$ cat src/rtl/rlss_pkg.sv
`timescale 1ns / 1ps
// ----------------------------------------------------------------------------
// rlss_pkg
// letter codes, ending tables and shared types of the light suffix stemmer
// ----------------------------------------------------------------------------
package rlss_pkg;

	localparam int unsigned LEN_W        = 8;
	localparam int unsigned CHAR_W       = 16;
	localparam int unsigned TAIL_N       = 6;
	localparam int unsigned CUT_W        = 3;
	localparam int unsigned TDATA_IN_W   = 104;
	localparam int unsigned TDATA_OUT_W  = 8;
	localparam int unsigned MAX_WORD_LEN = 255;

	// cyrillic code units
	localparam logic [CHAR_W-1:0] C_A    = 16'h0430;
	localparam logic [CHAR_W-1:0] C_V    = 16'h0432;
	localparam logic [CHAR_W-1:0] C_G    = 16'h0433;
	localparam logic [CHAR_W-1:0] C_E    = 16'h0435;
	localparam logic [CHAR_W-1:0] C_I    = 16'h0438;
	localparam logic [CHAR_W-1:0] C_IK   = 16'h0439;
	localparam logic [CHAR_W-1:0] C_M    = 16'h043C;
	localparam logic [CHAR_W-1:0] C_N    = 16'h043D;
	localparam logic [CHAR_W-1:0] C_O    = 16'h043E;
	localparam logic [CHAR_W-1:0] C_R    = 16'h0440;
	localparam logic [CHAR_W-1:0] C_U    = 16'h0443;
	localparam logic [CHAR_W-1:0] C_KH   = 16'h0445;
	localparam logic [CHAR_W-1:0] C_Y    = 16'h044B;
	localparam logic [CHAR_W-1:0] C_SOFT = 16'h044C;
	localparam logic [CHAR_W-1:0] C_YU   = 16'h044E;
	localparam logic [CHAR_W-1:0] C_YA   = 16'h044F;
	localparam logic [CHAR_W-1:0] C_YO   = 16'h0451;

	// element 0 is the last code unit of the word
	typedef logic [TAIL_N-1:0][CHAR_W-1:0] tail_t;

	// case-removal result handed to normalization
	typedef struct packed {
		logic [CUT_W-1:0] cut;
		logic [LEN_W-1:0] len;
	} cut_t;

	localparam int unsigned END4_N = 2;
	localparam int unsigned END3_N = 15;
	localparam int unsigned END2_N = 30;

	// endings in reading order
	localparam logic [CHAR_W-1:0] END4 [END4_N][4] = '{
		'{C_I, C_YA, C_M, C_I}, '{C_O, C_YA, C_M, C_I}
	};

	localparam logic [CHAR_W-1:0] END3 [END3_N][3] = '{
		'{C_I, C_YA, C_M}, '{C_I, C_YA, C_KH}, '{C_O, C_YA, C_KH},
		'{C_YA, C_M, C_I}, '{C_O, C_YA, C_M}, '{C_O, C_SOFT, C_V},
		'{C_A, C_M, C_I}, '{C_E, C_G, C_O}, '{C_E, C_M, C_U},
		'{C_E, C_R, C_I}, '{C_I, C_M, C_I}, '{C_O, C_G, C_O},
		'{C_O, C_M, C_U}, '{C_Y, C_M, C_I}, '{C_O, C_E, C_V}
	};

	localparam logic [CHAR_W-1:0] END2 [END2_N][2] = '{
		'{C_A, C_YA}, '{C_YA, C_YA}, '{C_YA, C_KH}, '{C_YU, C_YU}, '{C_A, C_KH},
		'{C_E, C_YU}, '{C_I, C_KH}, '{C_I, C_YA}, '{C_I, C_YU}, '{C_SOFT, C_V},
		'{C_O, C_YU}, '{C_U, C_YU}, '{C_YA, C_M}, '{C_Y, C_KH}, '{C_E, C_YA},
		'{C_A, C_M}, '{C_E, C_M}, '{C_E, C_IK}, '{C_YO, C_M}, '{C_E, C_V},
		'{C_I, C_IK}, '{C_I, C_M}, '{C_O, C_E}, '{C_O, C_IK}, '{C_O, C_M},
		'{C_O, C_V}, '{C_Y, C_E}, '{C_Y, C_IK}, '{C_Y, C_M}, '{C_M, C_I}
	};

	function automatic logic any_end4(tail_t t);
		logic hit;
		logic m;
		hit = 1'b0;
		for (int k = 0; k < END4_N; k++) begin
			m = 1'b1;
			for (int i = 0; i < 4; i++) begin
				m &= (t[i] == END4[k][3-i]);
			end
			hit |= m;
		end
		return hit;
	endfunction

	function automatic logic any_end3(tail_t t);
		logic hit;
		logic m;
		hit = 1'b0;
		for (int k = 0; k < END3_N; k++) begin
			m = 1'b1;
			for (int i = 0; i < 3; i++) begin
				m &= (t[i] == END3[k][2-i]);
			end
			hit |= m;
		end
		return hit;
	endfunction

	function automatic logic any_end2(tail_t t);
		logic hit;
		hit = 1'b0;
		for (int k = 0; k < END2_N; k++) begin
			hit |= (t[0] == END2[k][1]) && (t[1] == END2[k][0]);
		end
		return hit;
	endfunction

	function automatic logic vowelish(logic [CHAR_W-1:0] c);
		return (c == C_A) || (c == C_E) || (c == C_I) || (c == C_O) || (c == C_U) ||
			(c == C_IK) || (c == C_Y) || (c == C_YA) || (c == C_SOFT);
	endfunction

endpackage

$ cat src/rtl/rlss_strip.sv
`timescale 1ns / 1ps
// ----------------------------------------------------------------------------
// rlss_strip
// clamps the length and picks the case ending to remove
// ----------------------------------------------------------------------------
module rlss_strip (
	input  logic [rlss_pkg::LEN_W-1:0] word_len,
	input  rlss_pkg::tail_t            tail,
	output rlss_pkg::cut_t             cut_info
);

	logic [rlss_pkg::LEN_W-1:0] len_c;
	logic                       m4, m3, m2, m1;

	always_comb begin
		if (32'(word_len) > rlss_pkg::MAX_WORD_LEN) begin
			len_c = rlss_pkg::LEN_W'(rlss_pkg::MAX_WORD_LEN);
		end else begin
			len_c = word_len;
		end
	end

	assign m4 = (len_c > 8'd6) && rlss_pkg::any_end4(tail);
	assign m3 = (len_c > 8'd5) && rlss_pkg::any_end3(tail);
	assign m2 = (len_c > 8'd4) && rlss_pkg::any_end2(tail);
	assign m1 = (len_c > 8'd3) && rlss_pkg::vowelish(tail[0]);

	// longest ending wins
	always_comb begin
		cut_info.len = len_c;
		priority if (m4) begin
			cut_info.cut = 3'd4;
		end else if (m3) begin
			cut_info.cut = 3'd3;
		end else if (m2) begin
			cut_info.cut = 3'd2;
		end else if (m1) begin
			cut_info.cut = 3'd1;
		end else begin
			cut_info.cut = 3'd0;
		end
	end

endmodule

$ cat src/rtl/rlss_norm.sv
`timescale 1ns / 1ps
// ----------------------------------------------------------------------------
// rlss_norm
// applies the cut and drops a final soft sign, i or doubled n
// ----------------------------------------------------------------------------
module rlss_norm (
	input  rlss_pkg::tail_t            tail,
	input  rlss_pkg::cut_t             cut_info,
	output logic [rlss_pkg::LEN_W-1:0] stem_len
);

	logic [rlss_pkg::LEN_W-1:0]  len_cut;
	logic [rlss_pkg::CHAR_W-1:0] last_c, prev_c;
	logic                        drop;

	assign len_cut = cut_info.len - rlss_pkg::LEN_W'(cut_info.cut);

	// new last unit and the one before it
	always_comb begin
		unique case (cut_info.cut)
			3'd0: begin
				last_c = tail[0];
				prev_c = tail[1];
			end
			3'd1: begin
				last_c = tail[1];
				prev_c = tail[2];
			end
			3'd2: begin
				last_c = tail[2];
				prev_c = tail[3];
			end
			3'd3: begin
				last_c = tail[3];
				prev_c = tail[4];
			end
			3'd4: begin
				last_c = tail[4];
				prev_c = tail[5];
			end
			default: begin
				last_c = tail[0];
				prev_c = tail[1];
			end
		endcase
	end

	assign drop = (len_cut > 8'd3) &&
		((last_c == rlss_pkg::C_SOFT) || (last_c == rlss_pkg::C_I) ||
		 ((last_c == rlss_pkg::C_N) && (prev_c == rlss_pkg::C_N)));

	assign stem_len = drop ? (len_cut - 8'd1) : len_cut;

endmodule

$ cat src/rtl/russian_light_suffix_stemmer.sv
`timescale 1ns / 1ps
// ----------------------------------------------------------------------------
// russian_light_suffix_stemmer
// light russian stemmer: word length and last six units in, stem length out
// ----------------------------------------------------------------------------
//
// channel  dir  handshake          payload
// s_       in   s_tvalid/s_tready  s_tdata[103:0] word_len, char_last_1..6
// m_       out  m_tvalid/m_tready  m_tdata[7:0]   stem_len
//
// one transaction per cycle sustained while m_ is not stalled
// the single stemming pass lies between the input register
// and the result register
// arst_n clears both valid flags; payload registers are not reset
// a stall on m_ holds the result; a stalled input stage drops s_tready
//
module russian_light_suffix_stemmer (
	input  logic                             clk,
	input  logic                             arst_n,
	input  logic                             s_tvalid,
	output logic                             s_tready,
	// word_len[7:0], char_last_1[23:8] .. char_last_6[103:88]
	input  logic [rlss_pkg::TDATA_IN_W-1:0]  s_tdata,
	output logic                             m_tvalid,
	input  logic                             m_tready,
	// stem_len[7:0]
	output logic [rlss_pkg::TDATA_OUT_W-1:0] m_tdata
);

	// input stage
	logic                       valid_s1;
	logic [rlss_pkg::LEN_W-1:0] len_s1;
	rlss_pkg::tail_t            tail_s1;

	// result stage
	logic                       valid_s2;
	logic [rlss_pkg::LEN_W-1:0] stem_len_s2;

	rlss_pkg::cut_t             cut_info;
	logic [rlss_pkg::LEN_W-1:0] stem_len;
	logic                       adv_s2;

	// the result stage takes a word when it is empty or being drained
	assign adv_s2   = valid_s1 && (!valid_s2 || m_tready);
	assign s_tready = !valid_s1 || adv_s2;

	always_ff @(posedge clk or negedge arst_n) begin
		if (!arst_n) begin
			valid_s1 <= 1'b0;
		end else if (s_tready) begin
			valid_s1 <= s_tvalid;
		end
	end

	always_ff @(posedge clk) begin
		if (s_tready && s_tvalid) begin
			len_s1  <= s_tdata[rlss_pkg::LEN_W-1:0];
			tail_s1 <= rlss_pkg::tail_t'(s_tdata[rlss_pkg::TDATA_IN_W-1:rlss_pkg::LEN_W]);
		end
	end

	// case ending removal
	rlss_strip u_strip (
		.word_len (len_s1),
		.tail     (tail_s1),
		.cut_info (cut_info)
	);

	// final soft sign, i and double n
	rlss_norm u_norm (
		.tail     (tail_s1),
		.cut_info (cut_info),
		.stem_len (stem_len)
	);

	always_ff @(posedge clk or negedge arst_n) begin
		if (!arst_n) begin
			valid_s2 <= 1'b0;
		end else if (adv_s2) begin
			valid_s2 <= 1'b1;
		end else if (m_tready) begin
			valid_s2 <= 1'b0;
		end
	end

	always_ff @(posedge clk) begin
		if (adv_s2) begin
			stem_len_s2 <= stem_len;
		end
	end

	assign m_tvalid = valid_s2;
	assign m_tdata  = stem_len_s2;

endmodule

$ cat config.mk
export PLATFORM = sky130hd
export DESIGN_NAME = russian_light_suffix_stemmer
export DESIGN_NICKNAME = d
export VERILOG_FILES = /design/src/rtl/rlss_pkg.sv /design/src/rtl/rlss_strip.sv /design/src/rtl/rlss_norm.sv /design/src/rtl/russian_light_suffix_stemmer.sv
export SDC_FILE = /design/constraint.sdc
export NUM_CORES = 1
export LEC_CHECK = 0
export BUFFER_PORTS_ARGS = -buffer_cell sky130_fd_sc_hd__buf_2
export CORE_MARGIN = 3
export CORE_UTILIZATION = 25
export DETAILED_ROUTE_END_ITERATION = 12
export PLACE_DENSITY_LB_ADDON = 0.25
export SYNTH_ARGS = -nofsm -noshare
export SYNTH_HDL_FRONTEND = slang
export SYNTH_HIERARCHICAL = 1
export SYNTH_SLANG_ARGS = --single-unit
$ cat constraint.sdc
create_clock -name clk -period 7.2 [get_ports clk]
set_clock_uncertainty 0.2 [all_clocks]
set_input_delay 0.72 -clock clk [delete_from_list [all_inputs] [get_ports clk]]
set_output_delay 0.72 -clock clk [all_outputs]
set_load 0.01 [all_outputs]
# After elaboration in Yosys (flattened, before gate mapping)

Cells that the tools add are included.

Equality and inequality tests: 42
Reduce and logical (&&, ||, !) cells: 53
Mux-type cells: 9
Bitwise logic cells: 69
Add/sub/neg operators: 2
$lt $le $gt $ge: 5

Operators by type and width:

| kind                   | count |
|---|---|
| $eq A16 B11 Y1 const B | 38 |
| $pmux W16 S4           | 2 |
| $or A1 B1 Y1           | 44 |
| $logic_and A1 B1 Y1    | 38 |
| $and A1 B1 Y1          | 25 |
| $gt A8 B3 Y1 const B   | 3 |
| $gt A8 B2 Y1 const B   | 2 |
| $logic_or A1 B1 Y1     | 12 |
| $mux W8                | 1 |
| $sub A8 B1 Y8 const B  | 1 |
| $sub A8 B3 Y8          | 1 |
| $eq A3 B2 Y1 const B   | 2 |
| $mux W2                | 2 |
| $eq A3 B1 Y1 const B   | 1 |
| $eq A3 B3 Y1 const B   | 1 |
| $mux W1                | 3 |
| $mux W3                | 1 |
| $logic_not A1 Y1       | 2 |
| $reduce_bool A2 Y1     | 1 |

Bits of input ports: 108
Logic and storage cells: 190
Output and inout port bits: 10
Bits in registers: 114

# Depth between registers and ports, before layout

Word-level depth: 42
Gate-level depth with buffers: 19
Depth with buffers taken out: 17

# Cells and area by module

Netlist, hierarchy kept.

By module, submodules not included:

| module                       | sequential area each (um^2) | cells an instance | area an instance (um^2) | instances |
|---|---|---|---|---|
| russian_light_suffix_stemmer | 3413.3                      | 120               | 3467.1                  | 1 |
| rlss_norm                    | 0.0                         | 203               | 1442.6                  | 1 |
| rlss_strip                   | 0.0                         | 155               | 1072.3                  | 1 |

# Least setup slack after synthesis

Ideal clock, no wire load.

Kind: reg2reg
Start: register tail_s1[20] in the netlist's numbering
End: register stem_len_s2 (netlist bit m_tdata[0]), data pin
Buffers on the path: 1
Slack: 2.296 ns
Arrival: 4.442 ns
Period minus slack after synthesis: 4.904 ns
Library setup time: 0.261 ns
Cell stages (with the launch flop): 19
Required time: 6.739 ns
Cell sequence: edfxtp_1 -> nor4b_1 -> nand4_1 -> a211oi_1 -> o211ai_1 -> a21oi_1 -> o21ai_2 -> o21ai_1 -> buf_6 -> clkinv_1 -> ha_1 -> nor2b_1 -> o21ai_0 -> nand3_1 -> or4b_2 -> a31oi_1 -> or2_0 -> nor2_1 -> xnor2_1

RTL lines:

| what                     | RTL line                           | RTL |
|---|---|---|
| start: declaration       | russian_light_suffix_stemmer.sv:33 | `rlss_pkg::tail_t tail_s1;` |
| start signal: assignment | russian_light_suffix_stemmer.sv:58 | `tail_s1 <= rlss_pkg::tail_t'(s_tdata[rlss_pkg::TDATA_IN_W-1:rlss_pkg::LEN_W]);` |
| end signal: assignment   | russian_light_suffix_stemmer.sv:88 | `stem_len_s2 <= stem_len;` |
| end: declaration         | russian_light_suffix_stemmer.sv:37 | `logic [rlss_pkg::LEN_W-1:0] stem_len_s2;` |

==> results.txt <==
- Outcome: completed
- The repair_antennas step left the layout with diodes totalling 0.
* Fillcell total: 2324
- Worst max-slew margin expressed relative to the limit: 44.2%
- For the worst flop-to-flop path, the logic depth is 18.
- Maximum number of pins on one net before global-route repair: 70
- Of the available clock period, the critical path in the final layout requires 84.8%.
* Number of I/O pins: 118
- Clock tree synthesis inserted a total of 17 buffers.
- Most area-consuming cells after synthesis: sky130_fd_sc_hd__edfxtp_1, sky130_fd_sc_hd__mux2i_1, sky130_fd_sc_hd__nor2b_1
* First-pass GRT wire length: 26.7 mm
* Starting utilization of the core area: 25.9%
* Cell area after technology mapping: 0.00598 mm²
- Slew of the pin with the lowest slew margin: 0.836 ns
- Summing all multi-input logic gate instances after layout gives 0.00239 mm².
- The number of nets handed over by synthesis was 592.
- Std cell rows: 55
* Die Area: 0.0258 mm²
* Clock Path Buffers: 2
- Mean instance size in the synthesized netlist: 12.5 µm²
* Net count of the finished layout: 709
* Launch instance of the worst min-delay path: s_tdata[13]
- The number of buffers and inverters on the critical path is 3.
* Routed wirelength normalized by instance count: 19.0 µm
* Capturing point of the worst reg2reg path: m_tdata[0]$_DFFE_PP_
* Final ANT Viol Nets: 0
- Dividing the detail-routed via count by the number of cells gives 5.01.
- Data required, critical path: 7.15 ns
- Worst hold path stage count: 1
- Max Fanout on Critical Path: 19
* Pins over their slew limit: 0
- Share of final-layout standard cells stronger than drive strength 1: 29.0%
- Synthesis instantiated 78 different standard cells from the library.
- Max-capacitance violation count: 0
- Hold Path Class: primary input to flop
- IR analysis of the VDD net gives a maximum drop of 0.000123 V.
* Via count of the first global-routing pass: 4711
- Traced cell by cell, the critical path runs through nor4bb_1 > nand4_1 > a2111oi_0 > a2111oi_0 > a31oi_1 > inv_1 > o21ai_1 > buf_4 > clkinv_1 > ha_1 > nor2b_1 > o21ai_0 > nand3_1 > or4b_2 > a31oi_1 > or2_0 > nor2_1 > xnor2_1.
* Mux cell area share after synthesis: 3.05%
* Leading cell types in the layout, fill and taps excluded: sky130_fd_sc_hd__buf_2, sky130_fd_sc_hd__edfxtp_1, sky130_fd_sc_hd__nand2_1
- Final setup violating endpoints: 0
- Primary FF master, synth: sky130_fd_sc_hd__edfxtp_1
- Highest clock rate: 0.164 GHz
- The synthesized netlist devotes 21.5% of its cell area to simple gates.
- The routed design has 17.5 mm of wire.
- The analysis attributes to cell leakage a power of 2.50 nW.
- Overflow left after global routing: 0
- Clock slew seen by the registers of the worst setup and hold paths: 0.06 ns
- Relative to the synthesized area, the layout overhead comes to 24.6%.
* Setup slack of the most critical reg-to-reg path: 1.10 ns
- Summed over all failing endpoints, the final setup total negative slack is 0 ns.
* Remaining design rule violation count: 0
- Dividing total power by cell area gives a power density of 237 mW/mm².
* Clock tree from TritonCTS: built
- Of the post-synthesis cell area, the dominant cell type holds 56.2%.
- Post-synthesis compound-gate area fraction: 11.5%
- After clock tree synthesis, the setup repair step added 0 buffers.
- The startpoint identified for the worst register-to-register timing path is tail_s1[2]$_DFFE_PP_.
- Sequential Area: 0.00341 mm²
- The worst hold path terminates at tail_s1[5]$_DFFE_PP_.
- In the synthesized netlist, the number of instances is 478.
- WP data arrival: 6.06 ns
* Width of the die: 161 µm
- On the critical path the largest part of the delay comes from simple AND/OR/NAND/NOR gates.
- After floorplanning, the core was sized to cover 0.0231 mm².
- Summing the areas of all xor and xnor instances in the mapped netlist gives 2.20% of the synthesized area.
- By area, the combinational part of the netlist is dominated by simple AND/OR/NAND/NOR gates.
- The number of antenna violations at the first check in global routing was 0.
- Type of element launching the critical path: flop
* Number of enable-type register cells in the synthesized netlist: 112
- Final worst path period need: 6.10 ns
- Summed over all nets, the half-perimeter wirelength after detailed placement is 13.1 mm.
* Clock Latency Late Sink: 0.42 ns
* Count of yosys warnings during synthesis: 6
- Routability cong.: 0.898
* Cell type with the largest total area after synthesis: sky130_fd_sc_hd__edfxtp_1
* Commonest non-fill, non-tap cell in the layout: sky130_fd_sc_hd__buf_2
- Final hold viol count: 0
- Via count: 4608
- Kind of end point of the critical path: flop
- The die is 161 µm tall.
- Sequential elements use 57.1% of the synthesized area.
* Largest stage delay on the critical path: 0.76 ns
* Initial DRC Count: 338
- Share of synthesized cell area in full adder, half adder and majority cells: 1.38%
- Worst-path cell with the longest stage delay: sky130_fd_sc_hd__edfxtp_1
* Total clock sinks: 114
* Port Buffers: 117
- Async S/R FF share, synth: 1.75%
- The clock tree synthesis step divided the H-tree into 4 levels.
* CTS root buffer: sky130_fd_sc_hd__clkbuf_16
- Global routing used 13.4% of the available tracks across all layers.
- Before antenna repair, the detailed router went through 5 iterations.
- By startpoint and endpoint, the worst setup path is classified as flop to flop.
- Count of state elements after synthesis: 114
- Core occupancy in the finished layout: 32.3%
- Setup repair after global routing left no endpoint under its margin.
[layout make-up]
class / instances / area share, %
well taps: 313 / 5.26
repair buffers: 123 / 8.50
clock buffers: 17 / 5.71
clock inverters: 14 / 2.10
multi-input cells: 327 / 32.0
flip-flops and latches: 114 / 45.8
inverters: 12 / 0.605
[synthesized netlist by cell type (all sizes together), types with 3 or more instances]
cell and instances:
nor2 19, a221oi 3, clkbuf 3, nor2b 16
nor3b 8, a22oi 3, nor4bb 4, nand2 24
a21oi 12, a32o 3, o21ai 18, and4b 5
mux2i 16, nor3 20, a211oi 9, buf 22
nand2b 10, a2111oi 4, nand3 18, o22ai 4
nand3b 3, a31oi 8, inv 11, nor4 16
nand4 13, and2 5, a32oi 5, ha 5
a221o 3, o211ai 3, o31ai 3, xor2 4
edfxtp 112, or4 4, nor4b 12, xnor2 11
nand4b 4
[worst max-delay path by stage]
stage,slack (ns),cells past startpoint,endpoint,startpoint
after global routing,0.60,18,m_tdata[0]$_DFFE_PP_,tail_s1[2]$_DFFE_PP_
after global placement,1.36,18,m_tdata[0]$_DFFE_PP_,tail_s1[2]$_DFFE_PP_
after detailed placement,1.19,18,m_tdata[0]$_DFFE_PP_,tail_s1[2]$_DFFE_PP_
after floorplan,2.30,18,m_tdata[0]$_DFFE_PP_,tail_s1[20]$_DFFE_PP_
final,1.10,18,m_tdata[0]$_DFFE_PP_,tail_s1[2]$_DFFE_PP_
after CTS,1.17,18,m_tdata[0]$_DFFE_PP_,tail_s1[2]$_DFFE_PP_
[registers in the layout, summed over array words and instances, names as in the netlist]
register,cells
tail_s1,96
m_tvalid,1
m_tdata,8
valid_s1,1
len_s1,8
[metrics by stage]
stage	setup WS, ns	instance area [µm²]	std cells	hold slack, ns	total power [mW]
4_1_cts	1.17	7450	920	0.253	1.79
5_1_grt	0.602	7450	920	0.258	1.84
2_1_floorplan	2.30	5980	478	0.224	0.890
6_report	1.10	7450	920	0.275	1.77
3_3_place_gp	1.36	6860	888	0.304	0.956
3_5_place_dp	1.19	6860	888	0.309	0.957
[per-layer routing]
layer | vias up | share of wire [%] | global-route usage [%]
met3 | 23 | 5.9 | 3.22
met5 | - | 0 | 0
li1 | 2168 | - | -
met4 | 0 | 1.9 | 5.17
met2 | 197 | 47 | 21.4
met1 | 2220 | 45 | 17.6
[timing repair]
item	4_1_cts	5_1_grt
resized for setup	0	0
endpoints found under the setup margin	0	0
hold endpoints to repair	2	0
hold buffers	1	0
[report_power, final]
part           leakage, nW  internal [mW]  total (mW)  switching (mW)
Clock                0.284          0.511       0.825           0.314
Combinational         1.12         0.0524       0.114          0.0616
Sequential            1.10          0.784       0.829          0.0445
[kinds of logic after synthesis]
group / count (synthesis)
muxes: 18
and+or+nand+nor: 193
DFF: 114
AOI/OAI and AO/OA: 95
xor gates and xnor gates: 15
adders and majority gates: 6
buffers and inverters: 37
No activity file was read; power rests on OpenSTA's default activity.
